==> config.mk <==
export PLATFORM = sky130hd
export DESIGN_NAME = on_off_delay_timer_bank
export DESIGN_NICKNAME = d
export VERILOG_FILES = /design/src/rtl/odt_pkg.sv /design/src/rtl/odt_ram.sv /design/src/rtl/odt_calc.sv /design/src/rtl/on_off_delay_timer_bank.sv
export SDC_FILE = /design/constraint.sdc
export NUM_CORES = 2
export LEC_CHECK = 0
export BUFFER_PORTS_ARGS = -buffer_cell sky130_fd_sc_hd__buf_4
export CAP_MARGIN = 10
export CORE_ASPECT_RATIO = 0.75
export CORE_MARGIN = 1
export CORE_UTILIZATION = 45
export CTS_CLUSTER_DIAMETER = 120
export DETAILED_ROUTE_END_ITERATION = 8
export SYNTH_ARGS = -nofsm -noshare
export SYNTH_HDL_FRONTEND = slang
export SYNTH_SLANG_ARGS = --single-unit
==> constraint.sdc <==
create_clock -name clk -period 24.1 [get_ports clk]
set_input_delay 4.82 -clock clk [delete_from_list [all_inputs] [get_ports clk]]
set_output_delay 4.82 -clock clk [all_outputs]
set_load 0.05 [all_outputs]
==> src/rtl/odt_pkg.sv <==
// ----------------------------------------------------------------------------
// odt_pkg
// Shared types and constants for the on/off delay timer bank: request and
// result payloads, per-channel state entry and operation codes.
// ----------------------------------------------------------------------------
package odt_pkg;

	localparam int CHANNELS_DEF = 16;
	localparam int CHAN_EXT_W   = 9;
	localparam int STAMP_W      = 48;
	localparam int ELAPSED_W    = 34;
	localparam int PRESET_W     = 24;
	localparam int CHAN_W       = 4;
	localparam int FUNC_W       = 2;
	localparam int SCALE_W      = 10;

	localparam logic [SCALE_W-1:0] US_PER_MS = 10'd1000;

	localparam logic [FUNC_W-1:0] FUNC_ON    = 2'd0;
	localparam logic [FUNC_W-1:0] FUNC_OFF   = 2'd1;
	localparam logic [FUNC_W-1:0] FUNC_CLEAR = 2'd2;

	typedef struct packed {
		logic [FUNC_W-1:0]   func;
		logic [CHAN_W-1:0]   channel;
		logic                condition;
		logic [PRESET_W-1:0] preset_ms;
		logic [STAMP_W-1:0]  now_us;
	} req_t;

	typedef struct packed {
		logic                 q_out;
		logic [ELAPSED_W-1:0] elapsed_us;
		logic                 running_out;
	} res_t;

	typedef struct packed {
		logic [STAMP_W-1:0]   start_stamp;
		logic                 timing_flag;
		logic                 output_bit;
		logic [ELAPSED_W-1:0] elapsed_store;
		logic                 clear_prev;
	} entry_t;

endpackage

==> src/rtl/odt_ram.sv <==
// ----------------------------------------------------------------------------
// odt_ram
// Channel state memory: one write port, one registered read port. A valid
// bit per entry makes entries never written since reset read as zero.
// ----------------------------------------------------------------------------
module odt_ram #(
	parameter int DEPTH = odt_pkg::CHANNELS_DEF,
	parameter int AW    = 4
) (
	input  logic                  clk,
	input  logic                  arst_n,
	input  logic                  re,
	input  logic [AW-1:0]         raddr,
	output odt_pkg::entry_t       rdata,
	input  logic                  we,
	input  logic [AW-1:0]         waddr,
	input  odt_pkg::entry_t       wdata
);

	odt_pkg::entry_t mem [DEPTH];
	odt_pkg::entry_t rd_q;
	logic [DEPTH-1:0] vld_q;
	logic             rd_vld_q;

	always_ff @(posedge clk) begin
		if (we) begin
			mem[waddr] <= wdata;
		end
		if (re) begin
			rd_q <= mem[raddr];
		end
	end

	always_ff @(posedge clk or negedge arst_n) begin
		if (!arst_n) begin
			vld_q    <= '0;
			rd_vld_q <= 1'b0;
		end else begin
			if (we) begin
				vld_q[waddr] <= 1'b1;
			end
			if (re) begin
				rd_vld_q <= vld_q[raddr];
			end
		end
	end

	assign rdata = rd_vld_q ? rd_q : '0;

endmodule

==> src/rtl/odt_calc.sv <==
// ----------------------------------------------------------------------------
// odt_calc
// Next-state logic for one timer channel: on-delay, off-delay and clear on
// rising condition, applied to the entry read from the state memory.
// ----------------------------------------------------------------------------
module odt_calc (
	input  logic [odt_pkg::FUNC_W-1:0]    func,
	input  logic                          cond,
	input  logic [odt_pkg::STAMP_W-1:0]   now,
	input  logic [odt_pkg::ELAPSED_W-1:0] limit,
	input  odt_pkg::entry_t               cur,
	output odt_pkg::entry_t               nxt
);

	logic                          start;
	logic [odt_pkg::STAMP_W-1:0]   stamp;
	logic                          timing;
	logic [odt_pkg::STAMP_W-1:0]   diff;
	logic                          over;
	logic [odt_pkg::ELAPSED_W-1:0] el_t;
	logic                          zero_pre;

	always_comb begin
		zero_pre = (limit == '0);
		start    = 1'b0;
		case (func)
			odt_pkg::FUNC_ON:  start = !cur.timing_flag && !cur.output_bit;
			odt_pkg::FUNC_OFF: start = !cur.timing_flag && cur.output_bit;
			default:           start = 1'b0;
		endcase
		stamp  = start ? now : cur.start_stamp;
		timing = cur.timing_flag || start;
		diff   = now - stamp;
		over   = diff > {{(odt_pkg::STAMP_W-odt_pkg::ELAPSED_W){1'b0}}, limit};
		el_t   = over ? limit : diff[odt_pkg::ELAPSED_W-1:0];
	end

	always_comb begin
		nxt = cur;
		case (func)
			odt_pkg::FUNC_ON: begin
				if (zero_pre || !cond) begin
					nxt.elapsed_store = '0;
					nxt.output_bit    = 1'b0;
					nxt.timing_flag   = 1'b0;
				end else begin
					nxt.start_stamp = stamp;
					if (timing) begin
						nxt.timing_flag   = !over;
						nxt.elapsed_store = el_t;
						nxt.output_bit    = (el_t >= limit);
					end else begin
						nxt.timing_flag   = 1'b0;
						nxt.elapsed_store = limit;
						nxt.output_bit    = 1'b1;
					end
				end
			end
			odt_pkg::FUNC_OFF: begin
				if (zero_pre || cond) begin
					nxt.elapsed_store = '0;
					nxt.output_bit    = cond;
					nxt.timing_flag   = 1'b0;
				end else begin
					nxt.start_stamp = stamp;
					if (timing) begin
						nxt.timing_flag   = !over;
						nxt.elapsed_store = el_t;
						nxt.output_bit    = (el_t < limit);
					end else if (!cur.output_bit) begin
						nxt.elapsed_store = '0;
					end
				end
			end
			odt_pkg::FUNC_CLEAR: begin
				nxt.clear_prev = cond;
				if (cond && !cur.clear_prev) begin
					nxt.elapsed_store = '0;
					nxt.output_bit    = 1'b0;
					nxt.timing_flag   = 1'b0;
				end
			end
			default: nxt = cur;
		endcase
	end

endmodule

==> src/rtl/on_off_delay_timer_bank.sv <==
// ----------------------------------------------------------------------------
// on_off_delay_timer_bank
// Bank of on-delay / off-delay timer channels with state held in a memory,
// updated by read-modify-write, one result per request.
//
//   channel  valid      stall      payload  role
//   req      req_valid  req_stall  req      timer request in
//   res      res_valid  res_stall  res      channel status out
//
// each request goes through memory read and preset scaling, then update and
// write back; no new request is taken until the last leaves the update stage
// the result sits in an output register, so a request can be taken while the
// previous result is stalled; a request then waits in the update stage
// reset clears per-entry valid bits at once; no clearing pass is needed
// ----------------------------------------------------------------------------
module on_off_delay_timer_bank #(
	parameter int CHANNELS = odt_pkg::CHANNELS_DEF
) (
	input  logic          clk,
	input  logic          arst_n,
	input  logic          req_valid,
	output logic          req_stall,
	input  odt_pkg::req_t req,
	output logic          res_valid,
	input  logic          res_stall,
	output odt_pkg::res_t res
);

	localparam int AW = (CHANNELS > 1) ? $clog2(CHANNELS) : 1;

	logic [odt_pkg::CHAN_EXT_W-1:0] chan_ext;
	logic                           in_range;
	logic                           accept;
	logic                           done;

	logic                          s1_valid_q;
	logic [odt_pkg::FUNC_W-1:0]    func_s1;
	logic                          cond_s1;
	logic [odt_pkg::STAMP_W-1:0]   now_s1;
	logic [odt_pkg::ELAPSED_W-1:0] limit_s1;
	logic                          inr_s1;
	logic [AW-1:0]                 addr_s1;

	odt_pkg::entry_t cur;
	odt_pkg::entry_t nxt;

	logic          res_valid_q;
	odt_pkg::res_t res_q;

	assign chan_ext  = {{(odt_pkg::CHAN_EXT_W-odt_pkg::CHAN_W){1'b0}}, req.channel};
	assign in_range  = chan_ext < odt_pkg::CHAN_EXT_W'(CHANNELS);
	assign req_stall = s1_valid_q;
	assign accept    = req_valid && !s1_valid_q;
	assign done      = s1_valid_q && (!res_valid_q || !res_stall);

	always_ff @(posedge clk) begin
		if (accept) begin
			func_s1  <= req.func;
			cond_s1  <= req.condition;
			now_s1   <= req.now_us;
			limit_s1 <= odt_pkg::ELAPSED_W'(
				{{(odt_pkg::ELAPSED_W-odt_pkg::PRESET_W){1'b0}}, req.preset_ms}
				* {{(odt_pkg::ELAPSED_W-odt_pkg::SCALE_W){1'b0}}, odt_pkg::US_PER_MS});
			inr_s1   <= in_range;
			addr_s1  <= chan_ext[AW-1:0];
		end
	end

	odt_ram #(
		.DEPTH (CHANNELS),
		.AW    (AW)
	) u_ram (
		.clk    (clk),
		.arst_n (arst_n),
		.re     (accept),
		.raddr  (chan_ext[AW-1:0]),
		.rdata  (cur),
		.we     (done && inr_s1),
		.waddr  (addr_s1),
		.wdata  (nxt)
	);

	odt_calc u_calc (
		.func  (func_s1),
		.cond  (cond_s1),
		.now   (now_s1),
		.limit (limit_s1),
		.cur   (cur),
		.nxt   (nxt)
	);

	always_ff @(posedge clk or negedge arst_n) begin
		if (!arst_n) begin
			s1_valid_q  <= 1'b0;
			res_valid_q <= 1'b0;
		end else begin
			if (accept) begin
				s1_valid_q <= 1'b1;
			end else if (done) begin
				s1_valid_q <= 1'b0;
			end
			if (done) begin
				res_valid_q <= 1'b1;
			end else if (!res_stall) begin
				res_valid_q <= 1'b0;
			end
		end
	end

	always_ff @(posedge clk) begin
		if (done) begin
			if (inr_s1) begin
				res_q.q_out       <= nxt.output_bit;
				res_q.elapsed_us  <= nxt.elapsed_store;
				res_q.running_out <= nxt.timing_flag;
			end else begin
				res_q <= '0;
			end
		end
	end

	assign res_valid = res_valid_q;
	assign res       = res_q;

`ifndef SYNTHESIS
	a_accept_fills_stage: assert property (@(posedge clk) disable iff (!arst_n)
		accept |=> s1_valid_q)
		else $error("accepted request did not enter update stage");

	a_result_from_stage: assert property (@(posedge clk) disable iff (!arst_n)
		$rose(res_valid_q) |-> $past(s1_valid_q))
		else $error("result appeared without a request in update stage");

	a_no_overwrite: assert property (@(posedge clk) disable iff (!arst_n)
		res_valid_q && res_stall && !done |=> $stable(res_q))
		else $error("stalled result changed");

	a_elapsed_clamped: assert property (@(posedge clk) disable iff (!arst_n)
		s1_valid_q && inr_s1
		&& (func_s1 == odt_pkg::FUNC_ON || func_s1 == odt_pkg::FUNC_OFF)
		|-> nxt.elapsed_store <= limit_s1)
		else $error("elapsed time beyond preset");
`endif

endmodule

After elaboration in Yosys (flattened, before gate mapping)
Memory sizes are Yosys's and may differ from the RTL's. A register that Yosys moved wholly into a read port is not among the register bits.
Index checks and enable logic that the tools add are counted.
{"block": "word_totals", "mem_bits_rw": 1360, "reg_bits": 142, "in_bits": 83, "elab_cells": 75, "out_inout_bits": 38, "n_memories": 1}
{"memory": "u_ram.mem", "depth": 16, "word_bits": 85, "rd": 1, "rd_clocked_by_memory_dff": 1, "wr": 1, "line_no": "odt_ram.sv:20", "rtl": "odt_pkg::entry_t mem [DEPTH];"}
{"block": "classes", "n_mux": 26, "n_reduce_logical": 22, "magnitude_cmp": 7, "eq_ne": 3, "n_bitwise": 1, "n_addsub": 1, "multipliers": 1}
{"operator": "$mux W36", "count": 4}
{"operator": "$mux W48", "count": 3}
{"operator": "$pmux W36 S3", "count": 1}
{"operator": "$mux W34", "count": 3}
{"operator": "$pmux W48 S2", "count": 1}
{"operator": "$mux W85", "count": 1}
{"operator": "$gt A48 B34 Y1", "count": 1}
{"operator": "$sub A48 B48 Y48", "count": 1}
{"operator": "$ge A34 B34 Y1", "count": 1}
{"operator": "$logic_not A34 Y1", "count": 1}
{"operator": "$lt A34 B34 Y1", "count": 1}
{"operator": "$mul A24 B7 Y31 const B", "count": 1}
{"operator": "$or A16 B16 Y16", "count": 1}
{"operator": "$lt A4 B5 Y1 const B", "count": 3}
{"operator": "$mux W1", "count": 9}
{"operator": "$logic_not A1 Y1", "count": 8}
{"operator": "$logic_and A1 B1 Y1", "count": 7}
{"operator": "$bmux W1 S4", "count": 1}
{"operator": "$demux W1 S4", "count": 1}
{"operator": "$ge A4 B1 Y1 const B", "count": 1}
{"operator": "$logic_or A1 B1 Y1", "count": 4}
{"operator": "$eq A2 B1 Y1 const B", "count": 1}
{"operator": "$eq A2 B2 Y1 const B", "count": 1}
{"operator": "$logic_not A2 Y1", "count": 1}
{"operator": "4 further kinds", "count": 4}

Depth between registers and ports, before layout
{"block": "logic_depth", "word_depth": 12, "depth_mapped": 43, "mapped_depth_nobuf": 38}

Cells and area by module
Synthesis repeated with hierarchy kept, for this count alone.
{"block": "unflattened", "hier_cells": 3804, "area_unflattened_um2": 70023.4}
{"module": "odt_ram", "cells_each": 2124, "n_inst": 1, "seq_area_each_um2": 43817.0, "area_each_um2": 54897.7}
{"module": "on_off_delay_timer_bank", "cells_each": 556, "n_inst": 1, "seq_area_each_um2": 3713.6, "area_each_um2": 7776.2}
{"module": "odt_calc", "cells_each": 1124, "n_inst": 1, "seq_area_each_um2": 0.0, "area_each_um2": 7349.5}

Worst setup path after synthesis
OpenSTA, ideal clock, no wires.
{"block": "synth_timing", "path_type": "input -> register", "from": "input req_valid", "to": "register u_ram.rd_vld_q", "required_ns": 23.996, "arrival_ns": 13.319, "cell_stages": 2, "setup_time_ns": 0.104, "slack_ns": 10.677, "path_buffers": 0, "cell_sequence": "nor2b_1 -> mux2_2"}
{"block": "synth_between", "elab_chain_len": 1}
{"item": "from (decl)", "line_no": "on_off_delay_timer_bank.sv:21", "rtl": "input logic req_valid,"}
{"item": "$logic_and A1 B1 Y1", "line_no": "on_off_delay_timer_bank.sv:53", "rtl": "assign accept = req_valid && !s1_valid_q;"}
{"item": "to (signal assigned)", "line_no": "odt_ram.sv:43", "rtl": "rd_vld_q <= vld_q[raddr];"}
{"item": "to (decl)", "line_no": "odt_ram.sv:23", "rtl": "logic rd_vld_q;"}
Every way passes these cells.
A chain may end at the register's enable or synchronous reset.

==> impl_results.md <==
* Run status: finished clean
* Gpl congestion at approximately 0.94
* Overall power at 8.625 mW
* Wire per inst at 29.15 microns
* FF+latch area at 0.04753 sq mm
* PD cells at 110.8 mW/mm^2
* EDFF count, synth at 1567
* Yosys warning total at 0
* # fillers at 12030
* Post-synthesis sequential area ratio at 69.04%
* Setup crit start kind: flip-flop
* Post-route clock period utilization at about half
* Clock power frac at 28.1%
* Final Setup Violations at 0
* Kind of critical path: flip-flop to flip-flop
* Slew @ Worst Pin at 1.373 ns
* Worst min-delay path class: flip-flop to flip-flop
* Power Internal at 5.766 mW
* Detail Route Antenna Nets at 0
* Clk buf depth at 3
* CP bufs+invs at 3
* Async set-reset flop share out of synthesis at 1.198%
* Multi-input logic area at 0.02021 sq mm
* Vias in the first global route at 35960
* Most frequent CP cell: nor2_1
* Chip width at 453.6 microns
* Clock latency on the worst-skew pair at 0.81 ns
* CP max stage cell: a32o_2
* CTS sink cnt at around 1600
* FP Rows at 123
* Avg Inst Size Synth at 18.92 sq um
* Final WL at approximately 180000 microns
* Final hold violation count at 0
* Clk_skew at 0.03917 ns
* Register share of total power at 43.2%
* Flip-flop and latch count after synthesis at 1586
* Input/output buffers at 120
* Net Switching at 2.859 mW
* Die H at 340.7 microns
* Global-route wire length before repair at 255700 microns
* Most frequent cells in the layout: 1567 x edfxtp_1, 430 x mux4_2, 231 x buf_4
* Slowest cell delay on critical path at 0.81 ns
* Final hold slack at 0.4617 ns
* Share of layout cells above drive strength 1 at 24.72%
* CTS clk-pin slew, worst paths at 0.06 ns
* Core ar. at 0.1510 sq mm
* Max-slew headroom at 8.450%
* Critical path data required time at 24.56 ns
* CP endpoint kind: flip-flop
* Critical path depth in cells at 39
* CTS tree: yes
* WHS Path Cells at 1
* VDD IR max at between 0.00008 and 0.00009 V
* Total gr overflow at 0
* DR vias/cell at 5.973
* Via count at roughly 36000
* Total die area at 0.1546 sq mm
* Max-Cap Viols at 0
* GRT Overall Usage at a little under a quarter
* Cts hold-fix bufs at 0
* Worst r2r path cells at 39
* H-tree Lvls at 4
* Fin crit period at 12.22 ns
* Post-Syn Nets at about 4000
* Final-stage net count at 4222
* Initial Util at 45.60%
* Unrepaired setup endpoints after global routing: no
* Fmax at 0.08181 GHz
* HPWL Detailed at 106800 microns
* Critical path arrival at 12.69 ns
* Post-CTS Resized at 0
* Combinational share of power at between 20% and 30%
* Largest net degree at the start of global routing at 94
* CTS root buf: clkbuf_16
* Post-Syn Area at 0.06884 sq mm
* Initial antenna violation count at 8
* Initial DRC count at 3802
* TritonRoute pass-1 iters at 5
* Crit-path max FO at 48
* Layout area overhead at 13.07%
* Prevailing post-synth register cell: edfxtp_1
* CTS buffer count at 156
* Post-CTS setup buffer count at 0
* Slew Viols, Final at 0
* Commonest non-fill, non-tap cell in the layout: edfxtp_1
* Netlist cell types at 82
* Sw Share at 33.15%
* I/O pin count at 121
* Syn Inst Count at 3639
* Total negative slack at 0 ns
* Crit path max-delay family: compound AO/OA/AOI/OAI gates
* Static Leak at 26.26 nW
* DR DRC count at 0
==> logic make-up (layout without fill, tap and decap cells) <==
| kind of cell | count (synthesis) | after routing | share of synthesized area (%) |
|---|---|---|---|
| buffers and inverters | 329 | 695 | 1.857 |
| other | 0 | 2 | 0 |
| AND/OR/NAND/NOR | 500 | 500 | 3.642 |
| adder cells (fa/ha/maj) | 265 | 265 | 5.765 |
| multiplexers | 464 | 464 | 14.62 |
| AO/OA/AOI/OAI | 435 | 435 | 4.315 |
| flip-flops | 1586 | 1586 | 69.04 |
| XOR/XNOR | 60 | 60 | 0.7633 |
==> worst paths after layout <==
path,from,endpoint,slack [ns]
worst min register to register,u_ram.vld_q[10],u_ram.vld_q[10],0.46
min in group asynchronous,arst_n,res_valid,3.90
worst max-delay path,u_ram.rd_vld_q,u_ram.mem[15][35],11.88
worst min-delay path,u_ram.vld_q[10],u_ram.vld_q[10],0.46
worst max register to register,u_ram.rd_vld_q,u_ram.mem[15][35],11.88
max in group asynchronous,arst_n,u_ram.rd_vld_q,19.87
==> layer usage <==
layer,GRT usage [%],routed length (microns),share of wire [%],up-vias
met3,4.646,12870,7.4,225
met1,34.85,79290,45,18960
met4,5.926,3665,2.1,2
met5,0,7,0.0040,-
met2,34.02,79280,45,1347
li1,-,-,-,15350
==> synthesized netlist by cell type (14+ instances only) <==
library cell / instances / area share, %
edfxtp_1: 1567 / 68
mux4_2: 430 / 14
ha_1: 178 / 3.2
inv_1: 165 / 0.90
nand2_1: 139 / 0.76
clkbuf_1: 123 / 0.67
a21oi_1: 119 / 0.87
fa_1: 87 / 2.5
nor2_1: 83 / 0.45
o21ai_0: 73 / 0.53
nand3_1: 69 / 0.50
and3_1: 54 / 0.49
a21o_1: 46 / 0.50
xnor2_1: 40 / 0.51
o211ai_1: 38 / 0.41
nor3_1: 36 / 0.26
buf_1: 32 / 0.17
mux2_2: 31 / 0.51
o311ai_0: 26 / 0.33
nand4_1: 25 / 0.23
xor2_1: 20 / 0.25
dfrtp_1: 19 / 0.69
or2_2: 19 / 0.17
nor4_1: 16 / 0.15
o21a_1: 16 / 0.17
a211oi_1: 14 / 0.15
==> power groups by stage <==
| stage | registers, mW | logic (mW) | clock network [mW] |
|---|---|---|---|
| floorplan | 3.80 | 1.52 | 0 |
| global placement | 3.78 | 2.44 | 0 |
| detailed placement | 3.78 | 2.43 | 0 |
| CTS | 3.73 | 2.46 | 2.47 |
| global route | 3.75 | 2.72 | 2.57 |
| finish | 3.73 | 2.48 | 2.42 |
==> metrics by stage <==
step                utilization [%]  cells  instance area, sq um  worst slack [ns]
floorplan                         -   3639                 68840             10.68
global placement              48.10   5702                 72610             12.24
detailed placement            48.10   5702                 72610             11.90
CTS                           51.48   5991                 77710             11.86
global route                  51.56   6006                 77840             10.85
finish                        51.56   6007                 77840             11.88
==> registers in the layout (all words and copies together) (netlist names), 2 cells and up <==
register     cells
u_ram.mem     1360
u_ram.rd_q      85
now_s1          48
res             36
limit_s1        31
u_ram.vld_q     16
addr_s1          4
func_s1          2
==> layout make-up <==
cell class | count | share of cell area (%)
Antenna cell | 2 | 0.006429
Clock buffer | 187 | 5.217
Multi-Input combinational cell | 1724 | 25.97
Inverter | 165 | 0.7956
Clock inverter | 102 | 1.339
Sequential cell | 1586 | 61.06
Tap cell | 2000 | 3.215
Timing Repair Buffer | 241 | 2.397
Note: power is estimated with default switching activity, not from simulation.
